**src/hw/rtl/sfib_pkg.sv**
```systemverilog
package sfib_pkg;

    localparam int HOLD_SLOTS_DEF = 8;

    localparam int CNT_W    = 3;
    localparam int SIZE_W   = 32;
    localparam int SUM_W    = 35;
    localparam int STATUS_W = 3;
    localparam int BYTE_W   = 8;

    localparam logic [STATUS_W-1:0] ST_PASS  = 3'd0;
    localparam logic [STATUS_W-1:0] ST_HELD  = 3'd1;
    localparam logic [STATUS_W-1:0] ST_MIX   = 3'd2;
    localparam logic [STATUS_W-1:0] ST_FULL  = 3'd3;
    localparam logic [STATUS_W-1:0] ST_INDEX = 3'd4;

    localparam logic [2:0]       MARKER_TAG = 3'b110;
    localparam logic [CNT_W-1:0] MAX_HELD   = 3'd7;

    typedef struct packed {
        logic indexed;
        logic hidden;
    } t_hdr_info;

    // bytes per size minus one, from floor(log2(v)) / 8
    function automatic logic [1:0] mag_of(input logic [SIZE_W-1:0] v);
        logic [1:0] m;
        if (v[31:24] != 8'd0) begin
            m = 2'd3;
        end else if (v[23:16] != 8'd0) begin
            m = 2'd2;
        end else if (v[15:8] != 8'd0) begin
            m = 2'd1;
        end else begin
            m = 2'd0;
        end
        return m;
    endfunction

endpackage

```
**src/hw/rtl/superframe_index_builder_core.sv**
```systemverilog
// Channel  | Handshake           | Payload
// command  | i_start / o_busy    | i_cmd, i_frame_size, i_first_byte, i_last_byte,
//          |                     | i_index_lead_byte
// result   | o_valid (strobe)    | o_status, o_index_byte, o_frame_count,
//          |                     | o_total_size, o_last
//
// A transaction is taken when i_start is high and o_busy is low.
// Flush: no result. Descriptor with a single result: result registered in S_DECIDE.
// Index emission for n sizes of mag+1 bytes each: S_TOTAL, S_MARK, then per
// size one memory read (S_LOAD) and one byte out per cycle in S_BYTES, S_END.
// Reset (synchronous, i_rst_n low) empties the held set; the size store
// needs no clearing. Results are strobed for one cycle and cannot be stalled.
module superframe_index_builder_core #(
    parameter int HOLD_SLOTS = sfib_pkg::HOLD_SLOTS_DEF
) (
    input  logic                          i_clk,
    input  logic                          i_rst_n,
    input  logic                          i_start,
    output logic                          o_busy,
    input  logic                          i_cmd,
    input  logic [sfib_pkg::SIZE_W-1:0]   i_frame_size,
    input  logic [7:0]                    i_first_byte,
    input  logic [7:0]                    i_last_byte,
    input  logic [7:0]                    i_index_lead_byte,
    output logic                          o_valid,
    output logic [sfib_pkg::STATUS_W-1:0] o_status,
    output logic [sfib_pkg::BYTE_W-1:0]   o_index_byte,
    output logic [sfib_pkg::CNT_W-1:0]    o_frame_count,
    output logic [sfib_pkg::SUM_W-1:0]    o_total_size,
    output logic                          o_last
);

    localparam int IDXW = (HOLD_SLOTS > 1) ? $clog2(HOLD_SLOTS) : 1;

    typedef enum logic [6:0] {
        S_IDLE   = 7'b0000001,
        S_DECIDE = 7'b0000010,
        S_TOTAL  = 7'b0000100,
        S_MARK   = 7'b0001000,
        S_LOAD   = 7'b0010000,
        S_BYTES  = 7'b0100000,
        S_END    = 7'b1000000
    } t_state;

    t_state                           r_state;
    logic [sfib_pkg::CNT_W-1:0]       r_held_cnt;
    logic [sfib_pkg::SIZE_W-1:0]      r_largest;
    logic [sfib_pkg::SUM_W-1:0]       r_size_sum;
    logic [sfib_pkg::SIZE_W-1:0]      r_held_mem [HOLD_SLOTS];
    logic [sfib_pkg::SIZE_W-1:0]      r_rd_data;
    logic [IDXW-1:0]                  r_rd_idx;

    logic [sfib_pkg::SIZE_W-1:0]      r_size;
    logic [7:0]                       r_first;
    logic [7:0]                       r_lastb;
    logic [7:0]                       r_lead;

    logic [1:0]                       r_mag;
    logic [1:0]                       r_byte_cnt;
    logic [sfib_pkg::CNT_W-1:0]       r_n;
    logic [sfib_pkg::SUM_W-1:0]       r_total;
    logic [7:0]                       r_marker;
    logic [sfib_pkg::SIZE_W-1:0]      r_shift;

    logic                             r_valid;
    logic [sfib_pkg::STATUS_W-1:0]    r_status;
    logic [sfib_pkg::BYTE_W-1:0]      r_byte;
    logic [sfib_pkg::CNT_W-1:0]       r_count;
    logic [sfib_pkg::SUM_W-1:0]       r_total_out;
    logic                             r_last;

    sfib_pkg::t_hdr_info              hdr;
    logic                             too_many;
    logic [1:0]                       mag_now;
    logic [5:0]                       idx_extra;
    logic [sfib_pkg::SUM_W-1:0]       add_b;
    logic [sfib_pkg::SUM_W-1:0]       add_sum;

    sfib_hdr_check u_hdr (
        .i_frame_size      (r_size),
        .i_first_byte      (r_first),
        .i_last_byte       (r_lastb),
        .i_index_lead_byte (r_lead),
        .o_info            (hdr)
    );

    assign too_many  = ({1'b0, r_held_cnt} + 4'd1 >= 4'(HOLD_SLOTS))
                    || (r_held_cnt >= sfib_pkg::MAX_HELD);
    assign mag_now   = sfib_pkg::mag_of(r_largest);
    assign idx_extra = 6'd2 + 6'({1'b0, mag_now} + 3'd1) * 6'(r_held_cnt);

    // shared adder: accumulate a held size, or add the index length
    assign add_b   = (r_state == S_TOTAL) ? 35'(idx_extra) : 35'(r_size);
    assign add_sum = r_size_sum + add_b;

    always_ff @(posedge i_clk) begin
        if (r_state == S_DECIDE && !(hdr.indexed && r_held_cnt != '0)
            && !((!hdr.hidden || hdr.indexed) && r_held_cnt == '0) && !too_many) begin
            r_held_mem[r_held_cnt[IDXW-1:0]] <= r_size;
        end
        r_rd_data <= r_held_mem[r_rd_idx];
    end

    always_ff @(posedge i_clk) begin
        if (!i_rst_n) begin
            r_state    <= S_IDLE;
            r_held_cnt <= '0;
            r_largest  <= '0;
            r_size_sum <= '0;
            r_valid    <= 1'b0;
        end else begin
            r_valid <= 1'b0;
            case (r_state)
                S_IDLE: begin
                    if (i_start) begin
                        if (i_cmd) begin
                            r_held_cnt <= '0;
                            r_largest  <= '0;
                            r_size_sum <= '0;
                        end else begin
                            r_size  <= i_frame_size;
                            r_first <= i_first_byte;
                            r_lastb <= i_last_byte;
                            r_lead  <= i_index_lead_byte;
                            r_state <= S_DECIDE;
                        end
                    end
                end
                S_DECIDE: begin
                    r_byte      <= '0;
                    r_count     <= '0;
                    r_total_out <= '0;
                    r_last      <= 1'b1;
                    r_state     <= S_IDLE;
                    if (hdr.indexed && r_held_cnt != '0) begin
                        r_valid  <= 1'b1;
                        r_status <= sfib_pkg::ST_MIX;
                    end else if ((!hdr.hidden || hdr.indexed) && r_held_cnt == '0) begin
                        r_valid  <= 1'b1;
                        r_status <= sfib_pkg::ST_PASS;
                    end else if (too_many) begin
                        r_valid  <= 1'b1;
                        r_status <= sfib_pkg::ST_FULL;
                    end else begin
                        r_held_cnt <= r_held_cnt + 3'd1;
                        r_size_sum <= add_sum;
                        if (r_size > r_largest) begin
                            r_largest <= r_size;
                        end
                        if (hdr.hidden) begin
                            r_valid  <= 1'b1;
                            r_status <= sfib_pkg::ST_HELD;
                        end else begin
                            r_state <= S_TOTAL;
                        end
                    end
                end
                S_TOTAL: begin
                    r_mag      <= mag_now;
                    r_n        <= r_held_cnt;
                    r_total    <= add_sum;
                    r_marker   <= {sfib_pkg::MARKER_TAG, mag_now, r_held_cnt - 3'd1};
                    r_rd_idx   <= '0;
                    r_held_cnt <= '0;
                    r_largest  <= '0;
                    r_size_sum <= '0;
                    r_state    <= S_MARK;
                end
                S_MARK: begin
                    r_valid     <= 1'b1;
                    r_status    <= sfib_pkg::ST_INDEX;
                    r_byte      <= r_marker;
                    r_count     <= r_n;
                    r_total_out <= r_total;
                    r_last      <= 1'b0;
                    r_state     <= S_LOAD;
                end
                S_LOAD: begin
                    r_shift    <= r_rd_data;
                    r_byte_cnt <= '0;
                    r_rd_idx   <= r_rd_idx + IDXW'(1);
                    r_state    <= S_BYTES;
                end
                S_BYTES: begin
                    r_valid     <= 1'b1;
                    r_status    <= sfib_pkg::ST_INDEX;
                    r_byte      <= r_shift[7:0];
                    r_count     <= r_n;
                    r_total_out <= r_total;
                    r_last      <= 1'b0;
                    r_shift     <= r_shift >> 8;
                    r_byte_cnt  <= r_byte_cnt + 2'd1;
                    if (r_byte_cnt == r_mag) begin
                        if (3'(r_rd_idx) == r_n) begin
                            r_state <= S_END;
                        end else begin
                            r_state <= S_LOAD;
                        end
                    end
                end
                S_END: begin
                    r_valid     <= 1'b1;
                    r_status    <= sfib_pkg::ST_INDEX;
                    r_byte      <= r_marker;
                    r_count     <= r_n;
                    r_total_out <= r_total;
                    r_last      <= 1'b1;
                    r_state     <= S_IDLE;
                end
                default: begin
                    r_state <= S_IDLE;
                end
            endcase
        end
    end

    assign o_busy        = (r_state != S_IDLE);
    assign o_valid       = r_valid;
    assign o_status      = r_status;
    assign o_index_byte  = r_byte;
    assign o_frame_count = r_count;
    assign o_total_size  = r_total_out;
    assign o_last        = r_last;

endmodule

```
**src/hw/rtl/sfib_hdr_check.sv**
```systemverilog
module sfib_hdr_check (
    input  logic [sfib_pkg::SIZE_W-1:0] i_frame_size,
    input  logic [7:0]                  i_first_byte,
    input  logic [7:0]                  i_last_byte,
    input  logic [7:0]                  i_index_lead_byte,
    output sfib_pkg::t_hdr_info         o_info
);

    logic [2:0] nbytes;
    logic [3:0] nfr;
    logic [5:0] idx_len;
    logic       profile3;
    logic       show_existing;
    logic       show_frame;

    assign nbytes  = 3'd1 + {1'b0, i_last_byte[4:3]};
    assign nfr     = 4'd1 + {1'b0, i_last_byte[2:0]};
    assign idx_len = 6'd2 + 6'(nfr) * 6'(nbytes);

    assign o_info.indexed = (i_last_byte[7:5] == sfib_pkg::MARKER_TAG)
                         && (i_frame_size != '0)
                         && (i_frame_size >= 32'(idx_len))
                         && (i_index_lead_byte == i_last_byte);

    // profile bits at 5 (low) and 4 (high); profile 3 adds a reserved bit
    assign profile3      = i_first_byte[5] & i_first_byte[4];
    assign show_existing = profile3 ? i_first_byte[2] : i_first_byte[3];
    assign show_frame    = profile3 ? i_first_byte[0] : i_first_byte[1];
    assign o_info.hidden = !show_existing && !show_frame;

endmodule

```
**config.mk**
```make
export PLATFORM = sky130hd
export DESIGN_NAME = superframe_index_builder_core
export DESIGN_NICKNAME = d
export VERILOG_FILES = /design/src/hw/rtl/sfib_pkg.sv /design/src/hw/rtl/superframe_index_builder_core.sv /design/src/hw/rtl/sfib_hdr_check.sv
export SDC_FILE = /design/constraint.sdc
export NUM_CORES = 1
export LEC_CHECK = 0
export BUFFER_PORTS_ARGS = -buffer_cell sky130_fd_sc_hd__buf_2
export CAP_MARGIN = 20
export CORE_MARGIN = 5
export CORE_UTILIZATION = 40
export DETAILED_ROUTE_END_ITERATION = 8
export SYNTH_ARGS = -nofsm -noshare
export SYNTH_HDL_FRONTEND = slang
export SYNTH_SLANG_ARGS = --single-unit
```
**constraint.sdc**
```tcl
create_clock -name i_clk -period 8.6 [get_ports i_clk]
set_input_delay 1.29 -clock i_clk [delete_from_list [all_inputs] [get_ports i_clk]]
set_output_delay 1.29 -clock i_clk [all_outputs]
set_load 0.01 [all_outputs]
```
==> summary.md <==
| Metric | Value |
|---|---|
| Result of the run | `finished clean` |
| Number of cells after detailed placement | `2409` |
| Clock period minus worst slack | `6.574 ns` |
| Fraction of the cycle the final worst path needs | `76.45%` |
| Area of the mapped netlist | `0.02305 mm^2` |
| Routed length per placed instance | `19.56 um` |
| Setup TNS | `0 ns` |
| Number of synthesized flops with an enable pin | `440` |
| Post-synthesis area per instance | `14.99 um^2` |
| Power density over the cells | `205.7 mW/mm^2` |
| Met3 wire length | `2106 um` |
| Sequential Area | `0.01541 mm^2` |
| Post-detailed-route count of antenna-violating nets | `0` |
| Worst-case clock buffer depth | `3` |
| Final Routed Wirelength | `49200 um` |
| Slew at the pin closest to its max-slew limit | `1.240 ns` |
| F_max | `152.1 MHz` |
| Hold crit path type | `flip-flop to flip-flop` |
| Static leakage power | `9.688 nW` |
| Total of flip-flops plus latches after synthesis | `550` |
| Effective utilization at floorplan | `40.19%` |
| Core utilization of the finished layout | `46.25%` |
| HPWL after detailed placement | `31480 um` |
| Number of placement rows | `88` |
| Final setup viols | `0` |
| Required time worst endpoint | `8.96 ns` |
| Initial antenna violation count | `0` |
| Nets | `1856` |
| Type of element launching the critical path | `flip-flop` |
| Mapped Cells | `1538` |
| Starting DRC count in detailed routing | `846` |
| Count of endpoints failing hold in the final timing report | `0` |
| Root Driver | `sky130_fd_sc_hd__clkbuf_16` |
| Pin count of the biggest net entering global routing | `55` |
| Worst endpoint data arrival time | `6.94 ns` |
| Area added between synthesis and finish | `15.08%` |
| Maximum fanout along the worst path | `6` |
| Sequential area share after synthesis | `66.86%` |
| Overall via count from detail_route | `13010` |
| Global-route wire length before repair | `76930 um` |
| Delay contributed by the slowest stage of the critical path | `1.04 ns` |
| Fill cell total of the finished layout | `4980` |
| Clock Pin Slew Worst Setup and Hold Paths | `0.06 ns` |
| Synth warn | `0` |
| Post-cts repair resize count | `0` |
| Ordered cell list for the critical path | `nor4_1 -> nand2_1 -> a31o_2 -> or2_2 -> fa_1 -> inv_1 -> ha_1 -> inv_1 -> a21o_1 -> a21oi_1 -> xor2_1 -> o21ai_0 -> ha_1 -> o21a_1 -> o31a_1 -> o31a_1 -> a211oi_1 -> nor2_1 -> o41ai_2 -> nor2_1 -> xor2_1` |
| Total congestion overflow | `0` |
| Cell Count, Final, Fillers Out | `2515` |
| Clock buffer count from CTS | `56` |
| Detailed-route vias per instance | `5.173` |
| Share of cells above drive strength 1 | `19.37%` |
| Number of distinct standard cells referenced by the synthesized netlist | `68` |
| Category of the worst setup path capture point | `flip-flop` |
| Number of remaining DRC errors | `0` |
| First drt pass iteration count | `5` |
| Die outline area | `0.06254 mm^2` |
| Rel. slew slack | `16.59%` |
| Number of sinks driven by the clock tree | `550` |
| Length of routed met2 wiring | `23730 um` |
| Wire length on met1 | `22320 um` |
| CTS tree | `built` |
| Setup skew after layout | `0.01023 ns` |
| Via count of the first global-routing pass | `13320` |
| Top Ports | `112` |
| Die boundary height | `250.1 um` |
| Global-route usage over all layers | `15.58%` |
| Max-slew violations | `0` |
| Number of buffers added on ports | `109` |
| Share of async-settable or async-resettable flops after synthesis | `0%` |
| Uppermost layer routed | `met4` |
| RSZ-0062 raised after global routing | `no` |
| Hold-fix buffer count after cts | `0` |
| Depth of the CTS H-tree | `2` |
| IR Drop Worst-Case VDD | `0.1387 mV` |
| Number of setup buffers added after CTS | `0` |
| Number of violations of the max-capacitance limit | `0` |
| Clock latency reported for the late side of the worst-skew pair | `0.61 ns` |
| Chip Width | `250.1 um` |
| Antenna Diode Count | `0` |
| Most frequently used flop master after synthesis | `sky130_fd_sc_hd__edfxtp_1` |
| RePlAce Congestion | `0.8820` |
| Area of the multi-input gates | `0.007306 mm^2` |
| Slowest cell on crit path | `sky130_fd_sc_hd__nor4_1` |
| Sum of internal, switching and leakage power | `0.005457 W` |
| Area inside the core boundary | `0.05737 mm^2` |
| Kind of critical path | `flip-flop to flip-flop` |
## through the flow
stage	setup slack (ns)	area (um^2)	hold WS (ns)
final	2.026	26530	0.4671
after CTS	2.141	26510	0.4741
after global placement	2.330	24650	0.4497
after global routing	1.741	26530	0.4930
after detailed placement	2.192	24650	0.4606
after floorplan	2.100	23170	0.4323
## power by group
group          switching, W  leakage (nW)  internal (W)
Sequential        0.0000234          4.91       0.00287
Clock               0.00101         0.898       0.00144
Combinational     0.0000729          3.88     0.0000457
## cells by family (layout without fill, tap and decap cells)
group                      count (synthesis)  count (layout)  share of synthesized area, %
DFF                                      550             550                         66.86
and+or+nand+nor                          365             365                         7.973
AOI/OAI and AO/OA                        256             256                         7.940
buffers and inverters                    124             305                         2.193
muxes                                     97              97                         7.864
adders and majority gates                 93              93                         5.177
xor gates and xnor gates                  52              52                         1.975
other                                      1              32                       0.01627
## layout make-up
cell class	count	area share (%)
clock inverters	28	1.188
flip-flops and latches	550	58.10
inverters	65	0.9196
clock buffers	77	5.810
multi-input cells	895	27.54
well taps	765	3.608
repair buffers	135	2.839
## critical path: cells and delay by family, from the launching register on
family	cells	cell delay, ns
compound gates	9	2.53
simple gates	5	1.87
fa+ha+maj	3	1.17
flops	1	0.33
xor+xnor	2	0.31
buf+inv	2	0.11
## synthesized netlist by cell type (5+ instances only)
master,n,area (um^2)
sky130_fd_sc_hd__buf_2,5,25.02
sky130_fd_sc_hd__and3_1,12,75.07
sky130_fd_sc_hd__a22o_1,50,437.9
sky130_fd_sc_hd__nor4_1,13,81.33
sky130_fd_sc_hd__a21oi_1,58,290.3
sky130_fd_sc_hd__a211oi_1,7,52.55
sky130_fd_sc_hd__a21o_1,33,247.7
sky130_fd_sc_hd__clkbuf_1,41,153.9
sky130_fd_sc_hd__nor2b_1,8,50.05
sky130_fd_sc_hd__and2_1,80,500.5
sky130_fd_sc_hd__edfxtp_1,440,13210
sky130_fd_sc_hd__nand4_1,13,81.33
sky130_fd_sc_hd__o21bai_1,5,37.54
sky130_fd_sc_hd__o211ai_1,7,52.55
sky130_fd_sc_hd__ha_1,89,1114
sky130_fd_sc_hd__mux2_2,33,371.6
sky130_fd_sc_hd__nor3_1,11,55.05
sky130_fd_sc_hd__buf_1,8,30.03
sky130_fd_sc_hd__a22oi_1,21,157.7
sky130_fd_sc_hd__o21ai_1,5,25.02
sky130_fd_sc_hd__mux4_2,64,1441
sky130_fd_sc_hd__xor2_1,25,219.0
sky130_fd_sc_hd__nor2_1,67,251.5
sky130_fd_sc_hd__o21a_1,13,97.59
sky130_fd_sc_hd__dfxtp_1,110,2202
sky130_fd_sc_hd__nand3_1,9,45.04
sky130_fd_sc_hd__or4_1,5,37.54
sky130_fd_sc_hd__a31oi_1,6,37.54
sky130_fd_sc_hd__inv_1,65,244.0
sky130_fd_sc_hd__xnor2_1,27,236.5
sky130_fd_sc_hd__nand2_1,121,454.2
sky130_fd_sc_hd__o21ai_0,22,110.1
## final timing paths
kind	from	to	slack, ns	depth (start not counted)
worst max-delay path	r_largest[24]	r_total[34]	2.03	21
worst min register to register	r_size_sum[15]	r_size_sum[15]	0.47	2
worst max register to register	r_largest[24]	r_total[34]	2.03	21
worst min-delay path	r_size_sum[15]	r_size_sum[15]	0.47	2
## state kept, by name, indices dropped and copies added, names as in the netlist, 6 cells and up
name / flops
r_state: 7
r_lead: 8
r_size_sum: 35
r_shift: 32
r_held_mem: 256
r_largest: 32
r_size: 32
o_total_size: 35
o_index_byte: 8
r_lastb: 8
r_first: 6
r_total: 35
r_rd_data: 32
## cells in the final DEF, fill, tap and decap left out, types with 6 or more instances in the layout
master	instances
sky130_fd_sc_hd__edfxtp_1	440
sky130_fd_sc_hd__conb_1	32
sky130_fd_sc_hd__o21ai_0	22
sky130_fd_sc_hd__a211oi_1	7
sky130_fd_sc_hd__clkinv_2	7
sky130_fd_sc_hd__nand2_1	121
sky130_fd_sc_hd__and2_1	80
sky130_fd_sc_hd__nor2b_1	8
sky130_fd_sc_hd__buf_4	25
sky130_fd_sc_hd__mux4_2	64
sky130_fd_sc_hd__nor2_1	60
sky130_fd_sc_hd__a21o_1	33
sky130_fd_sc_hd__mux2_2	33
sky130_fd_sc_hd__nor4_1	13
sky130_fd_sc_hd__a22o_1	50
sky130_fd_sc_hd__inv_1	65
sky130_fd_sc_hd__ha_1	89
sky130_fd_sc_hd__a22oi_1	21
sky130_fd_sc_hd__clkbuf_16	57
sky130_fd_sc_hd__xor2_1	25
sky130_fd_sc_hd__nor2_2	6
sky130_fd_sc_hd__bufinv_16	6
sky130_fd_sc_hd__nand4_1	13
sky130_fd_sc_hd__nor3_1	8
sky130_fd_sc_hd__and3_1	11
sky130_fd_sc_hd__o211ai_1	7
sky130_fd_sc_hd__o21a_1	13
sky130_fd_sc_hd__xnor2_1	27
sky130_fd_sc_hd__buf_2	109
sky130_fd_sc_hd__nand3_1	9
sky130_fd_sc_hd__clkbuf_1	16
sky130_fd_sc_hd__clkinv_1	10
sky130_fd_sc_hd__dfxtp_1	110
sky130_fd_sc_hd__a31oi_1	6
sky130_fd_sc_hd__a21oi_1	57
## metal layers
layer  track usage (%)  vias up
li1                  -     6142
met1             21.64     6514
met2             25.88      290
met3             2.191       65
met4             4.475        0
met5                 0        -
Note: power is estimated with default switching activity, not from simulation.
